**config.mk**
```make
export PLATFORM = sky130hd
export DESIGN_NAME = csr_ctrl
export DESIGN_NICKNAME = d
export VERILOG_FILES = /design/src/csr_pkg.sv /design/src/csr_ctrl.sv
export VERILOG_INCLUDE_DIRS = /design/src /design/src/src
export SDC_FILE = /design/constraint.sdc
export NUM_CORES = 1
export LEC_CHECK = 0
export BUFFER_PORTS_ARGS = -buffer_cell sky130_fd_sc_hd__buf_2
export CAP_MARGIN = 20
export CORE_MARGIN = 3
export CORE_UTILIZATION = 50
export CTS_CLUSTER_SIZE = 12
export DETAILED_ROUTE_END_ITERATION = 8
export PLACE_DENSITY = 0.88
export SYNTH_ARGS = -nofsm -noshare
export SYNTH_HDL_FRONTEND = slang
export SYNTH_SLANG_ARGS = --single-unit
```
**constraint.sdc**
```tcl
create_clock -name aclk -period 1.71 [get_ports aclk]
set_input_delay 0.2565 -clock aclk [delete_from_list [all_inputs] [get_ports aclk]]
set_output_delay 0.2565 -clock aclk [all_outputs]
set_load 0.01 [all_outputs]
```
**src/column_statistics_reducer_assert.svh**
```systemverilog
// assertion macros used by the column statistics reducer controller
// depends on nothing; the controller includes it by bare file name
`ifndef COLUMN_STATISTICS_REDUCER_ASSERT_SVH
`define COLUMN_STATISTICS_REDUCER_ASSERT_SVH

// same-cycle implication
`define CSR_ASSERT_IMP(label, clk, rst_n, ante, cons, msg) \
    label: assert property (@(posedge clk) disable iff (!rst_n) (ante) |-> (cons)) \
        else $error(msg);

// next-cycle implication
`define CSR_ASSERT_NXT(label, clk, rst_n, ante, cons, msg) \
    label: assert property (@(posedge clk) disable iff (!rst_n) (ante) |=> (cons)) \
        else $error(msg);

`endif

```
**src/csr_pkg.sv**
```systemverilog
// shared types and constants of the column statistics reducer
// depends on nothing
package csr_pkg;

    localparam int MAX_ROWS_DEF      = 1048576;
    localparam int FRACTION_BITS_DEF = 16;
    localparam int DIV_BITS          = 192;
    localparam int DIV_CNT_W         = 8;
    localparam int STEP_W            = 4;

    localparam logic [STEP_W-1:0] FIN_LAST_STEP = 4'd8;

    localparam logic [1:0] CFG_STAT_SELECT  = 2'd0;
    localparam logic [1:0] CFG_DROP_MISSING = 2'd1;
    localparam logic [1:0] CFG_MISSING_CODE = 2'd2;

    localparam logic [2:0] STAT_MIN  = 3'd0;
    localparam logic [2:0] STAT_MAX  = 3'd1;
    localparam logic [2:0] STAT_SUM  = 3'd2;
    localparam logic [2:0] STAT_PROD = 3'd3;
    localparam logic [2:0] STAT_MEAN = 3'd4;
    localparam logic [2:0] STAT_VAR  = 3'd5;

    typedef enum logic [3:0] {
        OP_NONE,
        OP_PROD_LO,
        OP_PROD_HI,
        OP_SQUARE,
        OP_ACCUM,
        OP_MEAN_LOAD,
        OP_FIN_MUL,
        OP_FIN_ADD,
        OP_DIV_START,
        OP_OUT_LOAD
    } op_t;

    typedef enum logic [1:0] {
        FIN_DIRECT,
        FIN_MEAN,
        FIN_VAR
    } fin_kind_t;

    typedef struct packed {
        logic              load;
        op_t               op;
        logic [STEP_W-1:0] step;
    } csr_cmd_t;

    typedef struct packed {
        logic      accum;
        logic      last;
        fin_kind_t kind;
        logic      div_done;
        logic      out_free;
    } csr_status_t;

endpackage

```
**src/csr_ctrl.sv**
```systemverilog
// controller state machine of the column statistics reducer
// depends on csr_pkg and column_statistics_reducer_assert.svh
`include "column_statistics_reducer_assert.svh"

module csr_ctrl (
    input  logic                 aclk,
    input  logic                 aresetn,
    input  logic                 s_valid,
    output logic                 s_ready,
    input  csr_pkg::csr_status_t status,
    output csr_pkg::csr_cmd_t    cmd
);

    typedef enum logic [3:0] {
        ST_IDLE, ST_DECIDE, ST_PLO, ST_PHI, ST_SQ, ST_ACC, ST_FIN,
        ST_FMUL, ST_FADD, ST_DIVGO, ST_DIV, ST_OUT
    } state_t;

    state_t                         state_reg, state_next;
    logic [csr_pkg::STEP_W-1:0]     step_reg, step_next;

    always_comb begin
        state_next = state_reg;
        step_next  = step_reg;
        s_ready    = 1'b0;
        cmd.load   = 1'b0;
        cmd.op     = csr_pkg::OP_NONE;
        cmd.step   = step_reg;
        unique case (state_reg)
            ST_IDLE: begin
                s_ready = 1'b1;
                if (s_valid) begin
                    cmd.load   = 1'b1;
                    state_next = ST_DECIDE;
                end
            end
            ST_DECIDE: begin
                if (status.accum) begin
                    state_next = ST_PLO;
                end else if (status.last) begin
                    state_next = ST_FIN;
                end else begin
                    state_next = ST_IDLE;
                end
            end
            ST_PLO: begin
                cmd.op     = csr_pkg::OP_PROD_LO;
                state_next = ST_PHI;
            end
            ST_PHI: begin
                cmd.op     = csr_pkg::OP_PROD_HI;
                state_next = ST_SQ;
            end
            ST_SQ: begin
                cmd.op     = csr_pkg::OP_SQUARE;
                state_next = ST_ACC;
            end
            ST_ACC: begin
                cmd.op     = csr_pkg::OP_ACCUM;
                state_next = status.last ? ST_FIN : ST_IDLE;
            end
            ST_FIN: begin
                unique case (status.kind)
                    csr_pkg::FIN_MEAN: begin
                        cmd.op     = csr_pkg::OP_MEAN_LOAD;
                        state_next = ST_DIVGO;
                    end
                    csr_pkg::FIN_VAR: begin
                        step_next  = '0;
                        state_next = ST_FMUL;
                    end
                    default: begin
                        state_next = ST_OUT;
                    end
                endcase
            end
            ST_FMUL: begin
                cmd.op     = csr_pkg::OP_FIN_MUL;
                state_next = ST_FADD;
            end
            ST_FADD: begin
                cmd.op = csr_pkg::OP_FIN_ADD;
                if (step_reg == csr_pkg::FIN_LAST_STEP) begin
                    state_next = ST_DIVGO;
                end else begin
                    step_next  = step_reg + 1'b1;
                    state_next = ST_FMUL;
                end
            end
            ST_DIVGO: begin
                cmd.op     = csr_pkg::OP_DIV_START;
                state_next = ST_DIV;
            end
            ST_DIV: begin
                if (status.div_done) begin
                    state_next = ST_OUT;
                end
            end
            ST_OUT: begin
                if (status.out_free) begin
                    cmd.op     = csr_pkg::OP_OUT_LOAD;
                    state_next = ST_IDLE;
                end
            end
            default: begin
                state_next = ST_IDLE;
            end
        endcase
    end

    always_ff @(posedge aclk) begin
        if (!aresetn) begin
            state_reg <= ST_IDLE;
            step_reg  <= '0;
        end else begin
            state_reg <= state_next;
            step_reg  <= step_next;
        end
    end

    `CSR_ASSERT_IMP(a_out_slot_free, aclk, aresetn, cmd.op == csr_pkg::OP_OUT_LOAD,
        status.out_free, "result loaded over a pending result")
    `CSR_ASSERT_NXT(a_div_wait, aclk, aresetn, cmd.op == csr_pkg::OP_DIV_START,
        state_reg == ST_DIV, "divider started without waiting for it")
    `CSR_ASSERT_IMP(a_idle_quiet, aclk, aresetn, s_ready,
        cmd.op == csr_pkg::OP_NONE, "datapath command issued while taking requests")

endmodule

```
; Word-level counts from Yosys, hierarchy flattened
; Cells that the tools add are included.
[classes]
mux = 17
n_eq_ne = 19
addsub = 1
n_reduce_logical = 4
[op_table]
columns = cell, n
row1 = case mux 4 bit (12 select lines), 1
row2 = case mux 4 bit (9 select lines), 1
row3 = 2-to-1 mux 4 bit, 7
row4 = equality test 4 bit (second input constant), 5
row5 = equality test 4 x 3 -> 1 bit (second input constant), 4
row6 = case mux 4 bit (2 select lines), 2
row7 = inequality test 2 bit (second input constant), 5
row8 = 2-to-1 mux 3 bit, 3
row9 = equality test 4 x 2 -> 1 bit (second input constant), 2
row10 = AND reduction 3 bit, 2
row11 = adder 4 x 1 -> 4 bit (second input constant), 1
row12 = equality test 4 x 1 -> 1 bit (second input constant), 1
row13 = logical NOT 4 bit, 1
row14 = 2-to-1 mux 1 bit, 3
row15 = equality test 2 x 1 -> 1 bit (second input constant), 1
row16 = equality test 2 bit (second input constant), 1
row17 = nonzero test 2 bit, 1
[word_totals]
output_inout_bits = 10
register_bits = 8
input_bits = 9
elab_cells = 43

; Longest topological paths before layout
; Gate-level depths: netlist (run 1).
[logic_depth]
ltp_word = 3
depth_mapped = 6
ltp_nobuf = 6

; Worst setup path before layout (run 1)
; No wires, ideal clock.
[synth_path]
path_type = register -> output
start = register state_reg[0]
end = output port cmd[8] in the netlist's numbering
arrival_time_ns = 1.369
n_path_buf = 2
stages_incl_launch_ff = 5
slack_ns = 0.085
required_ns = 1.454
cell_sequence = dfxtp_1 > buf_2 > buf_2 > nor4_1 > and2_1
[synth_rtl]
columns = element, line
row1 = start: declaration, csr_ctrl.sv:19  ; state_t state_reg, state_next;
row2 = start signal: assignment, csr_ctrl.sv:116  ; state_reg <= state_next;
row3 = end: declaration, csr_ctrl.sv:11  ; output csr_pkg::csr_cmd_t cmd

==> qor.yml, run 1 <==
status: "finished, violations left"
violations: "negative setup slack"
initial_core_util_pct: 58.4
peakVddDrop_uv: 584
syn_inst: 91
ioPinCount: 19
worst_pin_slew_ps: 322
wire_per_inst_um: 17.2
synth_area_leaders: "dfxtp_1 23%, a21oi_1 5.0%, nand2b_1 4.5%"
layout.nets: 126
overflow: 0
postCtsHoldBufs: 0
clock_path_buffers: 2
n_fill_cell: 96
h-tree-depth: 1
gp_congestion: 0.854
numPortBuffers: 18
clock_sinks: 8
hold_start: "aresetn"
tns_ps: -30.8
dr.first_iter.drc_count: 24
grt_pass1_wl_mm: 3.11
drv_cap: 0
syn_nets: 102
r2r-start: "step_reg[1]$_SDFFE_PN0P_"
min_period_over_period_pct: 102
worstHoldPathType: "primary input to register"
drc: 0
maxSlewViolCount: 0
postRouteWirelength_mm: 2.19
async_flop_share_pct: 0
required_ps: 1450
antenna_left: 0
synth_area_sq_um: 702
viasPerCell: 6.69
cts_buffers: 3
root_buffer: "clkbuf_4"
setup_viol: 1
drive_gt1_share_pct: 38.9
fmax_mhz: 574
slowest_stage: "dfxtp_2"
dieArea_sq_um: 1890
cts_tree: "done"
synth-seq-cells: 8
end_kind: "output pin"
yosysTopAreaCell: "dfxtp_1"
period_minus_slack_ps: 1740
fin_worst_skew_ps: 9.25
p_leak_nw: 0.363
startpoint_type: "register"
rows: 12
floorplan.die.height_um: 43.5
slew_headroom_pct: 78.5
die_w_um: 43.5
cp_data_arrival_time_ps: 1480
ys_types: 43
final_core_util_pct: 74.1
powerDensity_nw_per_um2: 655
worstSetupStartpoint: "state_reg[3]$_SDFFE_PN0P_"
dp_hpwl_mm: 1.48
clock_latency_ps: 260
clk_pin_slew_ps: 60
synth_warnings: 0
critical_path.top_delay_family: "simple AND/OR/NAND/NOR gates"
grt_pass1_vias: 723
ys.flop_type: "dfxtp_1"
hold_viol_final: 0
synth_top_area_share_pct: 22.8
coreArea_sq_um: 1200
antenna_found_initial: 0
vias: 850
path_max_fanout: 8
path_cells: "buf_4, nor4_2, and2_1, buf_2"
hold_ws_ps: 286
grt_max_degree: 17
area_delta_synth_final_pct: 26.7
timing.final.ws_setup_ps: -30.8
syn_area_per_cell_sq_um: 7.71
grt.total_usage_pct: 20.9
dp_cells: 123
seq_area_frac_synth_pct: 22.8
fin_cells: 127
critPathKind: "register to output pin"
crit_path_max_incr_delay_ps: 380
path_buf_inv: 2
synth-edff-count: 0
dr.pass1.iters: 4
antenna_cells: 0
layout make-up:
cell class              instances  area [sq um]  area share [%]
multi-input cells              69           493            55.4
flip-flops and latches          8           176            19.8
repair buffers                 26           154            17.3
inverters                       7          26.3            2.95
clock buffers                   3          22.5            2.53
well taps                      14          17.5            1.97
repair_timing:
action | in CTS | in global routing
setup buffers | 0 | 1
pin swaps | 0 | 3
gates resized for setup | 3 | 11
endpoints found under the setup margin | 5 | 8
endpoints found under the hold margin | 0 | 0
layer usage:
layer,up-vias,routed length [um],global-route usage (%)
li1,388,-,-
met1,408,850,25.6
met2,50,1130,34.8
met3,4,161,2.49
met4,0,40,12.0
met5,-,0,0
logic make-up after synthesis:
logic type | share of synthesized area [%]
and+or+nand+nor | 30.3
DFF | 22.8
buffers and inverters | 9.09
AOI/OAI and AO/OA | 34.2
adders and majority gates | 3.56
final timing paths:
path | end | slack, ps | depth (start not counted)
min reg2reg | step_reg[1]$_SDFFE_PN0P_ | 560 | 2
max reg2reg | step_reg[2]$_SDFFE_PN0P_ | 30 | 7
max | cmd[8] | -30 | 4
min | state_reg[2]$_SDFFE_PN0P_ | 290 | 2
cells in the mapped netlist (all sizes together), types with 2 or more instances:
cell / instances
nor2b: 2
nor2: 7
a21oi: 7
nor4: 3
o21a: 2
a211oi: 3
nand2b: 6
clkbuf: 3
ha: 2
dfxtp: 8
buf: 4
o21ai: 9
nand3: 3
o22ai: 2
inv: 7
nor3: 2
o211ai: 2
placed cells by master, fill, tap and decap left out, drive strengths merged, types with 3 or more instances in the layout:
master | synthesis | routed
nor4 | 3 | 3
a211oi | 3 | 3
nand3 | 3 | 3
o21ai | 9 | 9
buf | 4 | 26
clkbuf | 3 | 3
dfxtp | 8 | 8
inv | 7 | 7
a21oi | 7 | 7
nor2 | 7 | 7
nand2b | 6 | 6
report_power, final:
part / switching [mW] / internal (mW) / leakage, nW / total (mW)
Sequential: 0.0355 / 0.197 / 0.0683 / 0.233
Clock: 0.0682 / 0.0806 / 0.0138 / 0.149
Combinational: 0.108 / 0.0928 / 0.281 / 0.201
Total: 0.212 / 0.370 / 0.363 / 0.583
through the flow:
step / setup slack [ps] / power (mW) / area [sq um]
floorplan: 84.9 / 0.345 / 702
global placement: 152 / 0.408 / 825
detailed placement: 69.5 / 0.419 / 825
CTS: 11.3 / 0.564 / 851
global route: -58.3 / 0.608 / 890
finish: -30.8 / 0.583 / 890
No activity file was read; power rests on OpenSTA's default activity.
==> run 2, diff against run 1 <==
- SETUP_SLACK_MARGIN: default -> 0.3
==> qor.yml, run 2 (synthesized netlist as in run 1, its figures left out) <==
drv_cap: 0  # unchanged
crit_path_max_incr_delay_ps: 370  # about the same
initial_core_util_pct: 58.4  # unchanged
cts_tree: "done"
period_minus_slack_ps: 1640  # -96.6 ps
grt_pass1_wl_mm: 4.73  # +52%
fin_worst_skew_ps: 1.10  # -8.15 ps
grt.total_usage_pct: 33.6  # +13 points
numPortBuffers: 18  # unchanged
ioPinCount: 19  # unchanged
h-tree-depth: 1  # unchanged
dieArea_sq_um: 1890  # unchanged
clk_pin_slew_ps: 70  # about the same
maxSlewViolCount: 0  # unchanged
path_max_fanout: 5  # -3
fmax_mhz: 608  # +5.9%
antenna_left: 0  # unchanged
min_period_over_period_pct: 96.2  # -5.6 points
gp_congestion: 0.856  # +0.28%
tns_ps: 0  # +30.8 ps
required_ps: 1450  # about the same
coreArea_sq_um: 1200  # unchanged
cp_data_arrival_time_ps: 1390  # -90 ps
powerDensity_nw_per_um2: 629  # -3.9%
cts_buffers: 3  # unchanged
dr.pass1.iters: 4  # unchanged
drive_gt1_share_pct: 63.4  # +24 points
stdcell_area_sq_um: 1140  # +28%
root_buffer: "clkbuf_4"
startpoint_type: "register"
hold_viol_final: 0  # unchanged
vias: 984  # +16%
worstHoldPathType: "primary input to register"
antenna_cells: 0  # unchanged
rsz0062_at_grt: "yes"
clock_sinks: 8  # unchanged
clock_path_buffers: 2  # unchanged
dr.first_iter.drc_count: 86  # +260%
antenna_found_initial: 0  # unchanged
rows: 12  # unchanged
viasPerCell: 6.79  # +1.4%
peakVddDrop_uv: 626  # +7.2%
reg2reg_depth: 6  # -1
path_cells: "buf_6, nand2b_4, nor2_2, a21oi_2, o32ai_2, buf_2"
wire_per_inst_um: 22.1  # +28%
setup_viol: 0  # -1
slowest_stage: "dfxtp_4"
end_kind: "output pin"
layout.nets: 143  # +13%
slew_headroom_pct: 76.9  # -1.6 points
final_cell_mix: "20 x buf_4, 18 x buf_2, 5 x buf_6, 5 x dfxtp_4"
floorplan.die.height_um: 43.5  # unchanged
overflow: 0  # unchanged
dpl-instance-area_sq_um: 862  # +4.6%
hold_path_depth: 3  # +1
p_leak_nw: 0.476  # +31%
worst_pin_slew_ps: 344  # +21.9 ps
layout_commonest_cell: "buf_4"
drc: 0  # unchanged
clock_latency_ps: 270  # about the same
die_w_um: 43.5  # unchanged
status: "finished, final reports clean"
grt_max_degree: 14  # -3
critPathKind: "register to output pin"
postRouteWirelength_mm: 3.20  # +47%
dp_hpwl_mm: 1.40  # -5.4%
grt_pass1_vias: 946  # +31%
area_delta_synth_final_pct: 62.0
## run 2: cell count changes in the layout (fill, tap and decap cells not counted), moves of 2 or more
cell / previous run / this run
nand2b_1: 5 / 3
buf_4: 7 / 20
nand2b_4: 1 / 3
inv_1: 6 / 3
a21oi_1: 7 / 3
nor2_1: 6 / 4
o21ai_2: 0 / 3
o21ai_1: 5 / 3
a21oi_2: 0 / 4
inv_2: 1 / 3
buf_6: 1 / 5
## run 2: final timing paths
check,start,endpoint,slack [ps]
setup / recovery,state_reg[0]$_SDFFE_PN0P_,cmd[4],70
hold / removal,aresetn,step_reg[0]$_SDFFE_PN0P_,280
setup reg to reg,state_reg[3]$_SDFFE_PN0P_,step_reg[3]$_SDFFE_PN0P_,160
hold reg to reg,step_reg[3]$_SDFFE_PN0P_,step_reg[3]$_SDFFE_PN0P_,600
## run 2: layout make-up
cell class,count,area (sq um)
multi-input cells,69,588
repair buffers,43,297
flip-flops and latches,8,180
fillers,36,63.8
inverters,7,28.8
clock buffers,4,26.3
well taps,14,17.5
## run 2: per-stage QoR
step           worst slack (ps)  cells  hold WS, ps  power, mW  util, %
6_report                   65.7    145          276      0.715     94.7
5_1_grt                    28.9    145          295      0.734     94.7
4_1_cts                    97.8    143          276      0.660     89.9
3_5_place_dp                108    123          477      0.429     71.8
3_3_place_gp                160    123          470      0.422     71.8
2_1_floorplan               189     91          374      0.354        -
## run 2: power breakdown
group / switching, mW / internal [mW]
clock network: 0.0871 / 0.0906
logic: 0.172 / 0.151
registers: 0.0205 / 0.194
total: 0.280 / 0.436
## run 2: worst max-delay path, delay by kind of cell, from the launching register on
kind	cells	cell delay, ps
AND/OR/NAND/NOR	2	280
flip-flops	1	370
buffers and inverters	2	310
AO/OA/AOI/OAI	2	160
## run 2: repair_timing
item                       4_1_cts  5_1_grt
hold buffers                     0        0
resized for setup               21       12
setup buffers                   16        2
pin swaps                       16        5
setup endpoints to repair       14       14
## run 2: layer usage
| metal | routed length (um) | global-route usage, % | vias up |
|---|---|---|---|
| li1 | - | - | 419 |
| met1 | 1170 | 41.4 | 440 |
| met2 | 1500 | 56.9 | 102 |
| met3 | 343 | 4.56 | 23 |
| met4 | 189 | 16.3 | 0 |
| met5 | 0 | 0 | - |
==> run 3, diff against run 2 <==
- clock period: 1.71 -> 1.7 ns (I/O delays scaled with it)
==> qor.yml, run 3 (synthesized netlist as in run 1, its figures left out) <==
gp_congestion: 0.782  # -8.6%
floorplan.die.height_um: 43.5  # unchanged
h-tree-depth: 1  # unchanged
crit_path_max_incr_delay_ps: 390  # +20 ps
peakVddDrop_uv: 735  # +17%
die_w_um: 43.5  # unchanged
initial_core_util_pct: 58.4  # unchanged
end_kind: "output pin"
rows: 12  # unchanged
cts_buffers: 3  # unchanged
dr.pass1.iters: 5  # +1
grt_max_degree: 10  # -4
layout_commonest_cell: "buf_2"
fmax_mhz: 590
clock_sinks: 8  # unchanged
cts_tree: "done"
grt.total_usage_pct: 38.1  # +4.5 points
required_ps: 1440  # about the same
powerDensity_nw_per_um2: 645  # +2.5%
post-place-ws_ps: 69.3  # -38.3 ps
area_delta_synth_final_pct: 65.1
vias: 1090  # +11%
clock_latency_ps: 270  # about the same
dp_hpwl_mm: 1.36  # -2.4%
postRouteWirelength_mm: 3.89  # +21%
critPathKind: "register to output pin"
fin_worst_skew_ps: 10.2  # +9.14 ps
postCtsHoldBufs: 0  # unchanged
drive_gt1_share_pct: 61.5  # -1.8 points
clock_path_buffers: 2  # unchanged
drc: 0  # unchanged
clk_pin_slew_ps: 70  # about the same
timing.final.ws_setup_ps: 5.31  # -60.4 ps
ioPinCount: 19  # unchanged
path_buf_inv: 2  # unchanged
overflow: 0  # unchanged
dr.first_iter.drc_count: 156  # +81%
grt_pass1_vias: 1014  # +7.2%
layout.nets: 142  # -0.70%
coreArea_sq_um: 1200  # unchanged
hold_ws_ps: 290  # +14.3 ps
viasPerCell: 7.57  # +12%
root_buffer: "clkbuf_4"
slowest_stage: "or3_4"
worstHoldPathType: "primary input to register"
final_cell_mix: "18 x buf_2, 15 x buf_4, 8 x buf_6"
stdcell_area_sq_um: 1160  # +1.9%
power_mw: 0.747  # +4.4%
path_cells: "buf_6, or3_4, o21ai_1, buf_2"
startpoint_type: "register"
n_fill_cell: 22  # -39%
min_period_over_period_pct: 99.7
wire_per_inst_um: 27.0  # +22%
critical_path.top_delay_family: "simple AND/OR/NAND/NOR gates"
antenna_found_initial: 0  # unchanged
grt_pass1_wl_mm: 5.35  # +13%
dpl-instance-area_sq_um: 840  # -2.6%
dieArea_sq_um: 1890  # unchanged
slew_headroom_pct: 69.9  # -7.0 points
p_leak_nw: 0.477  # +0.28%
antenna_cells: 0  # unchanged
path_max_fanout: 5  # unchanged
cp_data_arrival_time_ps: 1440  # +50 ps
antenna_left: 0  # unchanged
status: "finished, final reports clean"
hold_viol_final: 0  # unchanged
worst_pin_slew_ps: 447  # +103 ps
numPortBuffers: 18  # unchanged
rsz0062_at_grt: "yes"
period_minus_slack_ps: 1690
setup_viol: 0  # unchanged
drv_cap: 0  # unchanged
maxSlewViolCount: 0  # unchanged
==> run 3: power breakdown <==
part	internal, mW	total [mW]	switching (mW)	leakage [nW]
Sequential	0.195	0.212	0.0171	0.0696
Combinational	0.169	0.364	0.195	0.392
Clock	0.0906	0.171	0.0805	0.0150
==> run 3: final cells by class <==
| type | count | area (sq um) | area share [%] |
|---|---|---|---|
| multi-input combinational | 69 | 599 | 51.7 |
| tap | 14 | 17.5 | 1.51 |
| sequential | 8 | 181 | 15.7 |
| timing repair buffer | 42 | 308 | 26.6 |
| inverter | 7 | 26.3 | 2.27 |
| clock buffer | 4 | 26.3 | 2.27 |
==> run 3: metrics by stage <==
step                      std cells  utilization (%)  TNS, ps
after floorplan                  91                -        0
after global placement          120             69.9        0
after detailed placement        120             69.9        0
after CTS                       143             91.6        0
after global routing            144             96.5    -28.4
final                           144             96.5        0
==> run 3: per-layer routing <==
metal,global-route usage (%),wire length (um),up-vias
li1,-,-,423
met1,47.6,1300,461
met2,58.7,1550,149
met3,12.9,640,57
met4,17.5,400,0
met5,0,0,-
==> run 3: worst paths after layout <==
check	start	end	slack [ps]	cells after the start
worst max register to register	state_reg[1]$_SDFFE_PN0P_	state_reg[1]$_SDFFE_PN0P_	30	5
worst min-delay path	aresetn	step_reg[0]$_SDFFE_PN0P_	290	3
worst min register to register	step_reg[0]$_SDFFE_PN0P_	step_reg[0]$_SDFFE_PN0P_	640	2
worst max-delay path	state_reg[1]$_SDFFE_PN0P_	cmd[5]	5	4
==> run 3: what timing repair did <==
item,CTS,global route
setup buffers,19,1
gates cloned,0,0
resized for setup,26,11
endpoints found under the hold margin,0,0
setup endpoints to repair,14,14
pin swaps,15,6
==> run 3: tightest hold or removal path, stage by stage <==
cell     delay (ps)
buf_2           150
o21ai_2          80
a21oi_2          40
